[src/rtl/wiqp_pkg.sv]
// Shared types, codes and constants of the WAVE IQ header parser.
package wiqp_pkg;

  localparam int MAX_CHUNKS = 256;
  localparam int CHUNK_W    = $clog2(MAX_CHUNKS + 1);
  localparam int POS_W      = 41;
  localparam int FS_W       = 40;

  localparam logic [31:0] TAG_RIFF = 32'h5249_4646;
  localparam logic [31:0] TAG_WAVE = 32'h5741_5645;
  localparam logic [31:0] TAG_FMT  = 32'h666D_7420;
  localparam logic [31:0] TAG_DATA = 32'h6461_7461;

  localparam logic [POS_W-1:0] HDR_START  = POS_W'(12);
  localparam logic [POS_W-1:0] BODY_START = POS_W'(20);
  localparam logic [FS_W-1:0]  RIFF_MIN   = FS_W'(12);
  localparam logic [31:0]      FMT_MIN    = 32'd16;

  localparam logic [15:0] FMT_PCM   = 16'd1;
  localparam logic [15:0] FMT_FLOAT = 16'd3;
  localparam logic [15:0] CH_IQ     = 16'd2;
  localparam logic [15:0] BITS_PCM  = 16'd16;
  localparam logic [15:0] BITS_FLT  = 16'd32;
  localparam logic [3:0]  FB_PCM    = 4'd4;
  localparam logic [3:0]  FB_FLT    = 4'd8;

  typedef enum logic [2:0] {
    PH_RIFF,
    PH_WAIT,
    PH_HDR,
    PH_FMT,
    PH_DONE
  } phase_t;

  typedef enum logic [3:0] {
    ST_OK,
    ST_NOT_RIFF,
    ST_FMT_SMALL,
    ST_FMT_PAST_END,
    ST_GAVE_UP,
    ST_NO_FMT,
    ST_BAD_TAG,
    ST_BAD_CHANNELS,
    ST_PCM_BITS,
    ST_FLOAT_BITS,
    ST_ZERO_RATE,
    ST_NO_DATA,
    ST_TRUNCATED,
    ST_NO_FRAMES
  } status_t;

  typedef struct packed {
    logic [7:0] data_byte;
    logic       first;
  } in_word_t;

  typedef struct packed {
    status_t     status;
    logic        is_float;
    logic [31:0] sample_rate;
    logic [39:0] data_offset;
    logic [29:0] frame_count;
    logic [3:0]  frame_bytes;
  } result_t;

endpackage

[src/rtl/wiqp_in_stage.sv]
// Input register: holds one byte word until the parser takes it.
module wiqp_in_stage (
  input  logic              clk,
  input  logic              rst,
  input  logic              in_valid,
  output logic              in_ready,
  input  wiqp_pkg::in_word_t in_word,
  input  logic              advance,
  output logic              word_valid,
  output wiqp_pkg::in_word_t word
);

  assign in_ready = !word_valid || advance;

  always_ff @(posedge clk) begin
    if (rst) begin
      word_valid <= 1'b0;
    end else if (in_ready) begin
      word_valid <= in_valid;
    end
  end

  always_ff @(posedge clk) begin
    if (in_valid && in_ready) begin
      word <= in_word;
    end
  end

endmodule

[src/rtl/wiqp_parser.sv]
// Chunk walker: parse state, per-byte update and verdict logic.
module wiqp_parser (
  input  logic                   clk,
  input  logic                   rst,
  input  logic                   cfg_we,
  input  logic [wiqp_pkg::FS_W-1:0] cfg_wdata,
  input  logic                   step,
  input  wiqp_pkg::in_word_t     word,
  output logic                   res_valid,
  output wiqp_pkg::result_t      res
);

  localparam int PW = wiqp_pkg::POS_W;
  localparam int CW = wiqp_pkg::CHUNK_W;

  logic [wiqp_pkg::FS_W-1:0] file_size;
  logic [PW-1:0] position, position_next, cur_pos;
  logic [PW-1:0] hdr_at, hdr_at_next, cur_hdr;
  logic [PW-1:0] body_at, body_at_next, cur_body;
  wiqp_pkg::phase_t phase, phase_next, cur_phase;
  logic [31:0] tag_shift, tag_shift_next, cur_tag;
  logic [31:0] size_shift, size_shift_next, cur_size;
  logic        riff_bad, riff_bad_next, cur_riff_bad;
  logic [15:0] fmt_tag, fmt_tag_next, cur_fmt_tag;
  logic        ch_ok, ch_ok_next, cur_ch_ok;
  logic        bits16, bits16_next, cur_bits16;
  logic        bits32, bits32_next, cur_bits32;
  logic [31:0] rate, rate_next, cur_rate;
  logic [39:0] data_start, data_start_next, cur_dstart;
  logic [31:0] data_length, data_length_next, cur_dlen;
  logic [PW-1:0] data_end, data_end_next, cur_dend;
  logic [CW-1:0] chunks, chunks_next, cur_chunks;
  logic        fmt_found, fmt_found_next, cur_fmt_found;
  logic        data_found, data_found_next, cur_data_found;
  logic [3:0]  sub_off, sub_off_next, cur_off;

  logic [7:0]    b;
  logic [2:0]    k;
  logic [31:0]   ac_size;
  logic [PW-1:0] ac_hdr, ac_body, dend_now, fs_ext;
  logic          ac_over, fmt_over;
  logic [CW-1:0] chunks_inc;
  logic          ac_go, lc_go, lc_over, do_fail, do_verdict, emit;
  wiqp_pkg::status_t fail_code;
  logic [15:0]   w16;

  function automatic wiqp_pkg::result_t make_verdict(
    input logic        fmt_f,
    input logic [15:0] tag,
    input logic        chk,
    input logic        b16,
    input logic        b32,
    input logic [31:0] rt,
    input logic        data_f,
    input logic [PW-1:0] dend,
    input logic [PW-1:0] fs,
    input logic [39:0] dstart,
    input logic [31:0] dlen
  );
    wiqp_pkg::result_t r;
    logic              flt;
    logic [29:0]       frames;
    r      = '0;
    flt    = (tag == wiqp_pkg::FMT_FLOAT);
    frames = flt ? {1'b0, dlen[31:3]} : dlen[31:2];
    if (!fmt_f) begin
      r.status = wiqp_pkg::ST_NO_FMT;
    end else if (tag != wiqp_pkg::FMT_PCM && tag != wiqp_pkg::FMT_FLOAT) begin
      r.status = wiqp_pkg::ST_BAD_TAG;
    end else if (!chk) begin
      r.status = wiqp_pkg::ST_BAD_CHANNELS;
    end else if (!flt && !b16) begin
      r.status = wiqp_pkg::ST_PCM_BITS;
    end else if (flt && !b32) begin
      r.status = wiqp_pkg::ST_FLOAT_BITS;
    end else if (rt == 32'd0) begin
      r.status = wiqp_pkg::ST_ZERO_RATE;
    end else if (!data_f) begin
      r.status = wiqp_pkg::ST_NO_DATA;
    end else if (dend > fs) begin
      r.status = wiqp_pkg::ST_TRUNCATED;
    end else if (frames == 30'd0) begin
      r.status = wiqp_pkg::ST_NO_FRAMES;
    end else begin
      r.status      = wiqp_pkg::ST_OK;
      r.is_float    = flt;
      r.sample_rate = rt;
      r.data_offset = dstart;
      r.frame_count = frames;
      r.frame_bytes = flt ? wiqp_pkg::FB_FLT : wiqp_pkg::FB_PCM;
    end
    return r;
  endfunction

  // Effective state: a first byte restarts the parse before it is used.
  always_comb begin
    if (word.first) begin
      cur_pos        = '0;
      cur_hdr        = wiqp_pkg::HDR_START;
      cur_body       = wiqp_pkg::BODY_START;
      cur_phase      = wiqp_pkg::PH_RIFF;
      cur_tag        = '0;
      cur_size       = '0;
      cur_riff_bad   = 1'b0;
      cur_fmt_tag    = '0;
      cur_ch_ok      = 1'b0;
      cur_bits16     = 1'b0;
      cur_bits32     = 1'b0;
      cur_rate       = '0;
      cur_dstart     = '0;
      cur_dlen       = '0;
      cur_dend       = '0;
      cur_chunks     = '0;
      cur_fmt_found  = 1'b0;
      cur_data_found = 1'b0;
      cur_off        = '0;
    end else begin
      cur_pos        = position;
      cur_hdr        = hdr_at;
      cur_body       = body_at;
      cur_phase      = phase;
      cur_tag        = tag_shift;
      cur_size       = size_shift;
      cur_riff_bad   = riff_bad;
      cur_fmt_tag    = fmt_tag;
      cur_ch_ok      = ch_ok;
      cur_bits16     = bits16;
      cur_bits32     = bits32;
      cur_rate       = rate;
      cur_dstart     = data_start;
      cur_dlen       = data_length;
      cur_dend       = data_end;
      cur_chunks     = chunks;
      cur_fmt_found  = fmt_found;
      cur_data_found = data_found;
      cur_off        = sub_off;
    end
  end

  assign b          = word.data_byte;
  assign fs_ext     = {1'b0, file_size};
  assign ac_size    = (cur_phase == wiqp_pkg::PH_FMT) ? cur_size : {b, cur_size[23:0]};
  assign ac_hdr     = cur_body + PW'(ac_size) + PW'(ac_size[0]);
  assign ac_body    = cur_body + PW'(ac_size) + PW'({3'b100, ac_size[0]});
  assign dend_now   = cur_body + PW'(ac_size);
  assign ac_over    = ac_body > fs_ext;
  assign fmt_over   = (cur_body + PW'(wiqp_pkg::FMT_MIN)) > fs_ext;
  assign chunks_inc = cur_chunks + CW'(1);
  assign k          = (cur_phase == wiqp_pkg::PH_WAIT) ? 3'd0 : cur_off[2:0];
  assign w16        = {b, cur_tag[7:0]};

  always_comb begin
    position_next    = cur_pos;
    hdr_at_next      = cur_hdr;
    body_at_next     = cur_body;
    phase_next       = cur_phase;
    tag_shift_next   = cur_tag;
    size_shift_next  = cur_size;
    riff_bad_next    = cur_riff_bad;
    fmt_tag_next     = cur_fmt_tag;
    ch_ok_next       = cur_ch_ok;
    bits16_next      = cur_bits16;
    bits32_next      = cur_bits32;
    rate_next        = cur_rate;
    data_start_next  = cur_dstart;
    data_length_next = cur_dlen;
    data_end_next    = cur_dend;
    chunks_next      = cur_chunks;
    fmt_found_next   = cur_fmt_found;
    data_found_next  = cur_data_found;
    sub_off_next     = cur_off;
    ac_go            = 1'b0;
    lc_go            = 1'b0;
    lc_over          = 1'b0;
    do_fail          = 1'b0;
    do_verdict       = 1'b0;
    fail_code        = wiqp_pkg::ST_OK;
    emit             = 1'b0;
    res              = '0;

    if (cur_phase != wiqp_pkg::PH_DONE) begin
      if (cur_pos != '1) begin
        position_next = cur_pos + PW'(1);
      end
      unique case (cur_phase)
        wiqp_pkg::PH_RIFF: begin
          if (cur_pos == '0 && file_size < wiqp_pkg::RIFF_MIN) begin
            do_fail   = 1'b1;
            fail_code = wiqp_pkg::ST_NOT_RIFF;
          end else begin
            tag_shift_next = {cur_tag[23:0], b};
            if (cur_pos[3:0] == 4'd3 && tag_shift_next != wiqp_pkg::TAG_RIFF) begin
              riff_bad_next = 1'b1;
            end
            if (cur_pos[3:0] == 4'd11) begin
              if (cur_riff_bad || tag_shift_next != wiqp_pkg::TAG_WAVE) begin
                do_fail   = 1'b1;
                fail_code = wiqp_pkg::ST_NOT_RIFF;
              end else begin
                size_shift_next = '0;
                lc_go           = 1'b1;
                lc_over         = cur_body > fs_ext;
              end
            end
          end
        end
        wiqp_pkg::PH_WAIT, wiqp_pkg::PH_HDR: begin
          if (cur_phase == wiqp_pkg::PH_HDR || cur_pos == cur_hdr) begin
            phase_next   = wiqp_pkg::PH_HDR;
            sub_off_next = {1'b0, k} + 4'd1;
            case (k)
              3'd0:    tag_shift_next = {24'd0, b};
              3'd1,
              3'd2,
              3'd3:    tag_shift_next = {cur_tag[23:0], b};
              3'd4:    size_shift_next = {24'd0, b};
              3'd5:    size_shift_next[15:8] = b;
              3'd6:    size_shift_next[23:16] = b;
              default: size_shift_next[31:24] = b;
            endcase
            if (k == 3'd7) begin
              if (cur_tag == wiqp_pkg::TAG_FMT && !cur_fmt_found) begin
                if (ac_size < wiqp_pkg::FMT_MIN) begin
                  do_fail   = 1'b1;
                  fail_code = wiqp_pkg::ST_FMT_SMALL;
                end else if (fmt_over) begin
                  do_fail   = 1'b1;
                  fail_code = wiqp_pkg::ST_FMT_PAST_END;
                end else begin
                  fmt_tag_next = '0;
                  ch_ok_next   = 1'b0;
                  bits16_next  = 1'b0;
                  bits32_next  = 1'b0;
                  rate_next    = '0;
                  phase_next   = wiqp_pkg::PH_FMT;
                  sub_off_next = '0;
                end
              end else begin
                if (cur_tag == wiqp_pkg::TAG_DATA && !cur_data_found) begin
                  data_start_next  = cur_body[39:0];
                  data_length_next = ac_size;
                  data_end_next    = dend_now;
                  data_found_next  = 1'b1;
                end
                ac_go = 1'b1;
              end
            end
          end
        end
        wiqp_pkg::PH_FMT: begin
          sub_off_next = cur_off + 4'd1;
          case (cur_off)
            4'd0:    fmt_tag_next[7:0] = b;
            4'd1:    fmt_tag_next[15:8] = b;
            4'd2:    tag_shift_next = {24'd0, b};
            4'd3:    ch_ok_next = (w16 == wiqp_pkg::CH_IQ);
            4'd4:    rate_next[7:0] = b;
            4'd5:    rate_next[15:8] = b;
            4'd6:    rate_next[23:16] = b;
            4'd7:    rate_next[31:24] = b;
            4'd14:   tag_shift_next = {24'd0, b};
            4'd15: begin
              bits16_next    = (w16 == wiqp_pkg::BITS_PCM);
              bits32_next    = (w16 == wiqp_pkg::BITS_FLT);
              fmt_found_next = 1'b1;
              ac_go          = 1'b1;
            end
            default: ;
          endcase
        end
        wiqp_pkg::PH_DONE: ;
        default: ;
      endcase
    end

    // Chunk closed: move to the next header, stop once both chunks are known.
    if (ac_go) begin
      hdr_at_next  = ac_hdr;
      body_at_next = ac_body;
      if (fmt_found_next && data_found_next) begin
        do_verdict = 1'b1;
      end else begin
        chunks_next = chunks_inc;
        lc_go       = 1'b1;
        lc_over     = ac_over;
      end
    end

    if (lc_go) begin
      if (chunks_next >= CW'(wiqp_pkg::MAX_CHUNKS)) begin
        do_fail   = 1'b1;
        fail_code = wiqp_pkg::ST_GAVE_UP;
      end else if (lc_over) begin
        do_verdict = 1'b1;
      end else begin
        phase_next = wiqp_pkg::PH_WAIT;
      end
    end

    if (do_fail) begin
      res.status = fail_code;
      emit       = 1'b1;
      phase_next = wiqp_pkg::PH_DONE;
    end else if (do_verdict) begin
      res = make_verdict(fmt_found_next, fmt_tag_next, ch_ok_next, bits16_next,
                         bits32_next, rate_next, data_found_next, data_end_next,
                         fs_ext, data_start_next, data_length_next);
      emit       = 1'b1;
      phase_next = wiqp_pkg::PH_DONE;
    end
  end

  assign res_valid = step && emit;

  always_ff @(posedge clk) begin
    if (rst) begin
      phase <= wiqp_pkg::PH_RIFF;
    end else if (step) begin
      phase <= phase_next;
    end
  end

  always_ff @(posedge clk) begin
    if (rst) begin
      file_size   <= '0;
      position    <= '0;
      hdr_at      <= wiqp_pkg::HDR_START;
      body_at     <= wiqp_pkg::BODY_START;
      tag_shift   <= '0;
      size_shift  <= '0;
      riff_bad    <= 1'b0;
      fmt_tag     <= '0;
      ch_ok       <= 1'b0;
      bits16      <= 1'b0;
      bits32      <= 1'b0;
      rate        <= '0;
      data_start  <= '0;
      data_length <= '0;
      data_end    <= '0;
      chunks      <= '0;
      fmt_found   <= 1'b0;
      data_found  <= 1'b0;
      sub_off     <= '0;
    end else begin
      if (cfg_we) begin
        file_size <= cfg_wdata;
      end
      if (step) begin
        position    <= position_next;
        hdr_at      <= hdr_at_next;
        body_at     <= body_at_next;
        tag_shift   <= tag_shift_next;
        size_shift  <= size_shift_next;
        riff_bad    <= riff_bad_next;
        fmt_tag     <= fmt_tag_next;
        ch_ok       <= ch_ok_next;
        bits16      <= bits16_next;
        bits32      <= bits32_next;
        rate        <= rate_next;
        data_start  <= data_start_next;
        data_length <= data_length_next;
        data_end    <= data_end_next;
        chunks      <= chunks_next;
        fmt_found   <= fmt_found_next;
        data_found  <= data_found_next;
        sub_off     <= sub_off_next;
      end
    end
  end

`ifndef NO_ASSERTIONS
  a_one_verdict: assert property (@(posedge clk) disable iff (rst)
    res_valid |-> (phase != wiqp_pkg::PH_DONE || word.first))
    else $error("verdict given twice for one file");

  a_done_after_verdict: assert property (@(posedge clk) disable iff (rst)
    res_valid |=> phase == wiqp_pkg::PH_DONE)
    else $error("parser kept walking after its verdict");

  a_ok_frame: assert property (@(posedge clk) disable iff (rst)
    res_valid && res.status == wiqp_pkg::ST_OK |->
      (res.frame_bytes == wiqp_pkg::FB_PCM && !res.is_float) ||
      (res.frame_bytes == wiqp_pkg::FB_FLT && res.is_float))
    else $error("frame size disagrees with sample format");

  a_err_zero: assert property (@(posedge clk) disable iff (rst)
    res_valid && res.status != wiqp_pkg::ST_OK |->
      res.frame_bytes == 4'd0 && res.frame_count == 30'd0 && res.sample_rate == 32'd0 &&
      res.data_offset == 40'd0 && !res.is_float)
    else $error("error verdict carries payload");
`endif

endmodule

[src/rtl/wiqp_out_stage.sv]
// Result register: holds one verdict word until the receiver takes it.
module wiqp_out_stage (
  input  logic              clk,
  input  logic              rst,
  input  logic              load,
  input  wiqp_pkg::result_t res_in,
  output logic              can_load,
  output logic              out_valid,
  input  logic              out_ready,
  output wiqp_pkg::result_t res_out
);

  assign can_load = !out_valid || out_ready;

  always_ff @(posedge clk) begin
    if (rst) begin
      out_valid <= 1'b0;
    end else if (can_load) begin
      out_valid <= load;
    end
  end

  always_ff @(posedge clk) begin
    if (load && can_load) begin
      res_out <= res_in;
    end
  end

endmodule

[src/rtl/wave_iq_header_parser_core.sv]
// Top level of the streaming RIFF/WAVE header parser for IQ captures.
//
// Input channel (in_valid/in_ready): one file byte per word, data_byte plus
// first, which marks byte zero of a new file and restarts the parse.
// Output channel (out_valid/out_ready): one verdict word per file: status,
// is_float, sample_rate, data_offset, frame_count and frame_bytes; on an
// error status every other field is zero.
// Config: write file_size with cfg_we/cfg_wdata only while the block is idle; the block does not enforce this.
// Throughput: one byte per cycle unless an untaken verdict stalls it. Each
// byte passes the input register, the combinational chunk-walk logic
// (header match, size adds, end-of-file compare) and, when it settles the
// verdict, the result register, which drives the output channel.
// Bytes after the verdict are swallowed until the next first word.
// Stall: while the result register holds an untaken verdict, hold the
// parser; the input register then fills and in_ready drops.
// Reset (rst, synchronous): clear file_size, drop any held words and return
// the parser to the RIFF tag check; no clearing pass is needed.
module wave_iq_header_parser_core (
  input  logic        clk,
  input  logic        rst,
  input  logic        cfg_we,
  input  logic [39:0] cfg_wdata,
  input  logic        in_valid,
  output logic        in_ready,
  input  logic [7:0]  data_byte,
  input  logic        first,
  output logic        out_valid,
  input  logic        out_ready,
  output logic [3:0]  status,
  output logic        is_float,
  output logic [31:0] sample_rate,
  output logic [39:0] data_offset,
  output logic [29:0] frame_count,
  output logic [3:0]  frame_bytes
);

  wiqp_pkg::in_word_t in_word;
  wiqp_pkg::in_word_t word;
  wiqp_pkg::result_t  res;
  wiqp_pkg::result_t  res_out;
  logic               word_valid;
  logic               advance;
  logic               can_load;
  logic               res_valid;

  assign in_word.data_byte = data_byte;
  assign in_word.first     = first;

  // Advance a byte only when a verdict it might raise has a place to land.
  assign advance = word_valid && can_load;

  wiqp_in_stage u_in (
    .clk        (clk),
    .rst        (rst),
    .in_valid   (in_valid),
    .in_ready   (in_ready),
    .in_word    (in_word),
    .advance    (advance),
    .word_valid (word_valid),
    .word       (word)
  );

  wiqp_parser u_parser (
    .clk       (clk),
    .rst       (rst),
    .cfg_we    (cfg_we),
    .cfg_wdata (cfg_wdata),
    .step      (advance),
    .word      (word),
    .res_valid (res_valid),
    .res       (res)
  );

  wiqp_out_stage u_out (
    .clk       (clk),
    .rst       (rst),
    .load      (res_valid),
    .res_in    (res),
    .can_load  (can_load),
    .out_valid (out_valid),
    .out_ready (out_ready),
    .res_out   (res_out)
  );

  assign status      = res_out.status;
  assign is_float    = res_out.is_float;
  assign sample_rate = res_out.sample_rate;
  assign data_offset = res_out.data_offset;
  assign frame_count = res_out.frame_count;
  assign frame_bytes = res_out.frame_bytes;

endmodule
[config.mk]
export PLATFORM = sky130hd
export DESIGN_NAME = wave_iq_header_parser_core
export DESIGN_NICKNAME = d
export VERILOG_FILES = /design/src/rtl/wiqp_pkg.sv /design/src/rtl/wiqp_in_stage.sv /design/src/rtl/wiqp_parser.sv /design/src/rtl/wiqp_out_stage.sv /design/src/rtl/wave_iq_header_parser_core.sv
export SDC_FILE = /design/constraint.sdc
export NUM_CORES = 2
export LEC_CHECK = 0
export BUFFER_PORTS_ARGS = -buffer_cell sky130_fd_sc_hd__buf_4
export CORE_MARGIN = 5
export CORE_UTILIZATION = 63
export CTS_CLUSTER_DIAMETER = 150
export DETAILED_ROUTE_END_ITERATION = 6
export GPL_TIMING_DRIVEN = 0
export PLACE_DENSITY = 0.91
export RECOVER_POWER = 25
export SYNTH_ARGS = -nofsm -noshare
export SYNTH_HDL_FRONTEND = slang
export SYNTH_SLANG_ARGS = --single-unit
[constraint.sdc]
create_clock -name clk -period 14.25 [get_ports clk]
set_clock_uncertainty 0.15 [all_clocks]
set_input_delay 0.7125 -clock clk [delete_from_list [all_inputs] [get_ports clk]]
set_output_delay 0.7125 -clock clk [all_outputs]
set_load 0.01 [all_outputs]
After elaboration in Yosys (flattened, before gate mapping)
Index checks and enable logic that the tools add are counted.

Flip-flop bits (word level): 532. Bits of input ports: 54. Output and inout bits: 113. Logic and storage cells: 327.

Add/subtract/negate cells: 8. Order comparisons: 7. Equal/unequal tests: 34. Mux-type cells: 210. Bitwise operators: 4. Reduce and logical (&&, ||, !) cells: 34.

Operators by type and width (number): $mux 107 (9); $mux 32 (26); $mux 41 (14); $mux 40 (7); $pmux 32 s2 (3); $gt 41x40->1 (4); $mux 16 (7); $mux 111 (1); $mux 4 (27); $pmux 32 s3 (1); $mux 1 (79); $eq 32x31->1 const B (2); $ne 32x31->1 const B (2); $mux 8 (7); $pmux 8 s2 (3); $add 41x1->41 (1); $add 41x1->41 const B (1); $add 41x32->41 (1); $add 41x4->41 (1); $add 41x5->41 const B (1); $eq 41x41->1 (1); $logic_not 41->1 (1); $ne 41x41->1 const B (1); $lt 40x4->1 const B (1); other kinds (37) (96).

Longest topological paths before layout
Word-level depth: 24. Gate-level depth with buffers: 41. Gate-level depth less buffers: 28.

Hierarchy
A second synthesis with hierarchy kept.

Cells, all modules: 4204. Area total of the unflattened synthesis: 33651.0 sq um.

By module, submodules not included: wiqp_parser (times used 1, cells each 4073, area an instance 29931.2 sq um, sequential area each 8167.8 sq um); wiqp_out_stage (times used 1, cells each 116, area an instance 3388.2 sq um, sequential area each 3353.2 sq um); wiqp_in_stage (times used 1, cells each 14, area an instance 325.3 sq um, sequential area each 290.3 sq um); wave_iq_header_parser_core (times used 1, cells each 1, area an instance 6.3 sq um, sequential area each 0.0 sq um).

Worst setup path before layout
No wires, ideal clock.

Path type: register to register. Start: reg, netlist name u_in.word[0]. End: reg, netlist name u_out.res_out[100]. Setup time: 463 ps. Data arrival time: 9864 ps. Data required time: 13637 ps. Path slack: 3773 ps. Cell stages (with the launch flop): 36. Buffers on the path: 13. Period minus slack after synthesis: 10477 ps. Cell sequence: edfxtp_1 buf_2 buf_2 buf_2 buf_1 buf_1 clkbuf_1 clkbuf_1 clkbuf_1 buf_1 buf_1 clkbuf_1 nor2b_1 ha_1 a21oi_1 o21bai_1 a221oi_1 or3b_1 buf_4 xor2_2 nor3b_1 and3_1 buf_2 nand4_1 or3b_2 nor2_1 xor2_1 ha_1 nor2b_1 o21ai_0 nand3_1 o2111ai_1 a21oi_1 o21ai_0 o21ai_0 o211a_1.

Word-level cells in the longest chain between the ends: 19. Elaborated cells on any way between the ends: 96. Those cells by class: add/sub: 4; order compare: 5; eq/ne: 11; mux: 63; reduce/logical: 13.

Ends and longest elaborated chain: branches (longest 16 deep; another with $add 41x32->41); $mux 1 * (RTL line wiqp_parser.sv:300) `if (do_fail) begin`; $logic_and 1x1->1 * (RTL line wiqp_parser.sv:313) `assign res_valid = step && emit;`; $logic_and 1x1->1 * (RTL line wiqp_out_stage.sv:24) `if (load && can_load) begin`.

Every way passes the cells marked *. A chain may end at the register's enable or synchronous reset.

Final worst setup path
Start: reg, netlist name u_in.word[0]. End: reg, netlist name u_out.res_out[70].

Word-level cells in the longest chain between the ends: 17. Elaborated cells on any way between the ends: 190. Those cells by class: add/sub: 4; order compare: 6; eq/ne: 23; mux: 132; bitwise: 4; reduce/logical: 21.

Ends and longest elaborated chain: branches (longest 17 deep; another with $add 41x32->41).

Parallel ways; which one is timed is not known.

==> impl_metrics.py <==
metrics = {
    "layout": {
        "fin_cells": 5005,
        "layout.nets": 4526,
        "drive_above_1_share": 0.06447,
        "fin_area_mm2": 0.03705,
        "fillCellCount": 4241,
        "area_growth_pct": 10.82,
    },
    "clocking": {
        "cts.sinks": 527,
        "path_clk_slew_ns": 0.06,
        "cts_inserted_buffers": 55,
        "worst_skew_pair.late_latency_ns": 0.65,
        "cts_tree": "built",
        "htree_levels": 2,
        "hold_buffers": 0,
        "root_buffer": "clkbuf_16",
        "cts_buffer_depth": 3,
        "postCtsSetupBuffers": 0,
    },
    "logic_synthesis": {
        "yosys_warnings": 0,
        "yosys.area.top_type": "dfxtp_1",
        "ys.flop_type": "dfxtp_1",
        "netlist.area_leader.share": 0.2455,
        "netlist_area_mm2": 0.03344,
        "async_flop_share": 0,
        "synth_cell_type_count": 99,
        "avgSynthCellArea_um2": 8.264,
        "syn_inst": 4046,
        "synth_edf_count": 117,
        "ys_top_cells_by_count": "519 x nor2_1, 417 x nand2_1, 410 x dfxtp_1",
        "seq_area_frac_synth": 0.3505,
        "ys_ff_latch": 527,
        "yosysMostFrequentCell": "nor2_1",
        "synth.area.top_cells": "dfxtp_1 25%, edfxtp_1 11%, ha_1 7.6%",
    },
    "min_path": {
        "hold_class": "in -> reg",
        "hold_start": "first",
    },
    "sta": {
        "tightestPinTransition_ns": 1.616,
        "rsz0062_at_grt": "false",
        "fmax_mhz": 68.22,
        "hold_viol": 0,
        "setup_violations": 187,
        "finalWorstSetupSlack_ns": -0.4086,
        "finalMaxSlewViolations": 21,
        "fin_crit_ns": 14.66,
        "slew_headroom": -0.08471,
        "post-route-period-util": 1.029,
    },
    "critical_path": {
        "cp-end-kind": "register",
        "cp_common_cell": "buf_2",
        "crit_type": "reg -> reg",
        "required_ns": 14.45,
        "cp_slowest_cell": "clkdlybuf4s15_1",
        "critPathMaxFanout": 28,
        "worstSetupStartpoint": "u_in.word[0]$_DFFE_PP_",
        "critPathArrivalTime_ns": 14.86,
        "startpoint_type": "register",
        "cp_slowest_stage_delay_ns": 0.83,
        "r2r_start": "u_in.word[0]$_DFFE_PP_",
    },
    "floorplanning": {
        "ioPinCount": 167,
        "core_area_mm2": 0.05255,
        "std_cell_rows": 84,
        "die_h_um": 240.4,
        "fp.dieArea_mm2": 0.05778,
        "initial_core_util": 0.6363,
        "die_w_um": 240.4,
    },
    "run": {
        "max_cap_violations": 2,
    },
    "place": {
        "dpl.hpwl_um": 109000,
        "gp_congestion": 1.127,
        "port_buffers": 162,
        "placed_cell_area_mm2": 0.03557,
        "dp.cells": 4900,
    },
    "detailed_routing": {
        "via_per_inst": 7.081,
        "initialDrtViolationCount": 6305,
        "drcViolationCount": 18,
        "drt-pass1-iter-count": 7,
        "vias": 35440,
        "antenna_left": 0,
        "drt-total-wl_um": 144100,
        "avgRoutedWirePerCell_um": 28.80,
    },
    "global_route": {
        "grt_pass1_wl_um": 208300,
        "grt_max_degree": 58,
        "antenna_found_initial": 3,
        "first_global_vias": 32470,
        "grt_use_total": 0.4770,
        "overflow": 0,
    },
    "outcome": {
        "status": "finished with violations",
        "violations": "design-rule violations, max-capacitance violations, max-slew violations, negative setup slack",
    },
    "power_and_ir_drop": {
        "peakVddDrop_v": 0.0001209,
        "leakage_nw": 13.92,
        "power_density_mw_per_mm2": 91.88,
    },
}
-- flip-flops by register name, indices dropped and copies added (netlist names), 3 cells and up --
signal / count
u_out.res_out: 108
u_parser.body_at: 41
u_parser.data_end: 41
u_parser.hdr_at: 41
u_parser.position: 41
u_parser.data_start: 40
u_parser.file_size: 40
u_parser.rate: 32
u_parser.size_shift: 32
u_parser.tag_shift: 32
u_parser.data_length: 30
u_parser.fmt_tag: 16
u_in.word: 9
u_parser.chunks: 9
u_parser.sub_off: 4
u_parser.phase: 3
-- cell type report --
class	instances	area [um2]	share of cell area
Tap cell	688	860.8	0.02323
Clock inverter	24	270.3	0.007294
Antenna cell	5	12.51	0.0003377
Inverter	94	352.8	0.009522
Timing Repair Buffer	165	845.8	0.02283
Multi-Input combinational cell	3169	20370	0.5499
Sequential cell	527	11720	0.3163
Clock buffer	78	1564	0.04221
Buffer	255	1052	0.02840
-- cell families (layout without fill, tap and decap cells) --
kind of cell | count (synthesis) | count (layout) | synth area share
and+or+nand+nor | 1719 | 1719 | 0.2559
other | 1 | 7 | 0.0001122
DFF | 527 | 527 | 0.3505
AOI/OAI and AO/OA | 891 | 892 | 0.1771
xor gates and xnor gates | 216 | 216 | 0.05703
buffers and inverters | 352 | 616 | 0.04191
muxes | 135 | 135 | 0.04045
adders and majority gates | 205 | 205 | 0.07693
-- stage by stage --
stage | setup TNS, ns | total power, mW | hold slack [ns] | utilization | worst slack [ns]
final | -36.21 | 3.405 | 0.1210 | 0.7051 | -0.4086
after CTS | 0 | 3.357 | 0.09078 | 0.7124 | 0.04712
after floorplan | 0 | 1.754 | 0.2750 | - | 3.773
after global routing | 0 | 3.456 | 0.1284 | 0.7049 | 0.03392
after detailed placement | -535.79 | 1.897 | 0.2965 | 0.6769 | -2.735
after global placement | -905.87 | 1.894 | 0.2898 | 0.6759 | -5.185
-- critical path: cells and delay by family (launching register included) --
| family | cells | cell delay [ns] |
|---|---|---|
| and+or+nand+nor | 8 | 2.89 |
| AOI/OAI and AO/OA | 10 | 3.58 |
| buffers and inverters | 12 | 5.68 |
| DFF | 1 | 0.61 |
| adders and majority gates | 2 | 0.65 |
| xor gates and xnor gates | 2 | 0.69 |
-- power breakdown --
part / switching, mW / internal, mW / total, mW
Combinational: 0.256 / 0.0853 / 0.342
Clock: 0.668 / 0.842 / 1.51
Sequential: 0.0179 / 1.54 / 1.55
Total: 0.942 / 2.46 / 3.40
-- path summary, 6_finish.rpt --
kind | endpoint | cells past startpoint | slack [ns]
worst min register to register | u_parser.data_end[39]$_SDFFE_PP0P_ | 2 | 0.31
worst min-delay path | u_in.word[0]$_DFFE_PP_ | 1 | 0.12
worst max-delay path | u_out.res_out[70]$_SDFFCE_PP0P_ | 34 | -0.41
worst max register to register | u_out.res_out[70]$_SDFFCE_PP0P_ | 34 | -0.41
-- layer usage --
layer / vias to the layer above / part of all wire / global-route usage
met5: - / 0.00052 / 0
met1: 16640 / 0.37 / 0.6404
met2: 2969 / 0.40 / 0.6691
li1: 15170 / - / -
met3: 654 / 0.16 / 0.1653
met4: 4 / 0.076 / 0.2691
-- what timing repair did --
| item | in CTS | in global routing |
|---|---|---|
| setup endpoints to repair | 220 | 217 |
| pin swaps | 0 | 1 |
| gates cloned | 0 | 1 |
| resized for setup | 8 | 4 |
-- placed cells by master, fill, tap and decap left out, types with 22 or more instances in the layout --
cell         n
nor2_1     519
nand2_1    417
dfxtp_1    410
clkbuf_1   328
a21oi_1    233
ha_1       204
a22oi_1    203
o21ai_0    144
nand3_1    137
mux2i_1    134
nor3_1     131
edfxtp_1   117
xnor2_1    116
xor2_1      96
inv_1       94
nor2b_1     92
nand4_1     84
nor4_1      64
a21o_1      60
nor3_2      60
clkbuf_16   56
buf_4       48
and3_1      33
a32oi_1     33
nand2b_1    24
buf_1       23
a211oi_1    23
o21a_1      22
(Power assumes the default switching activity.)
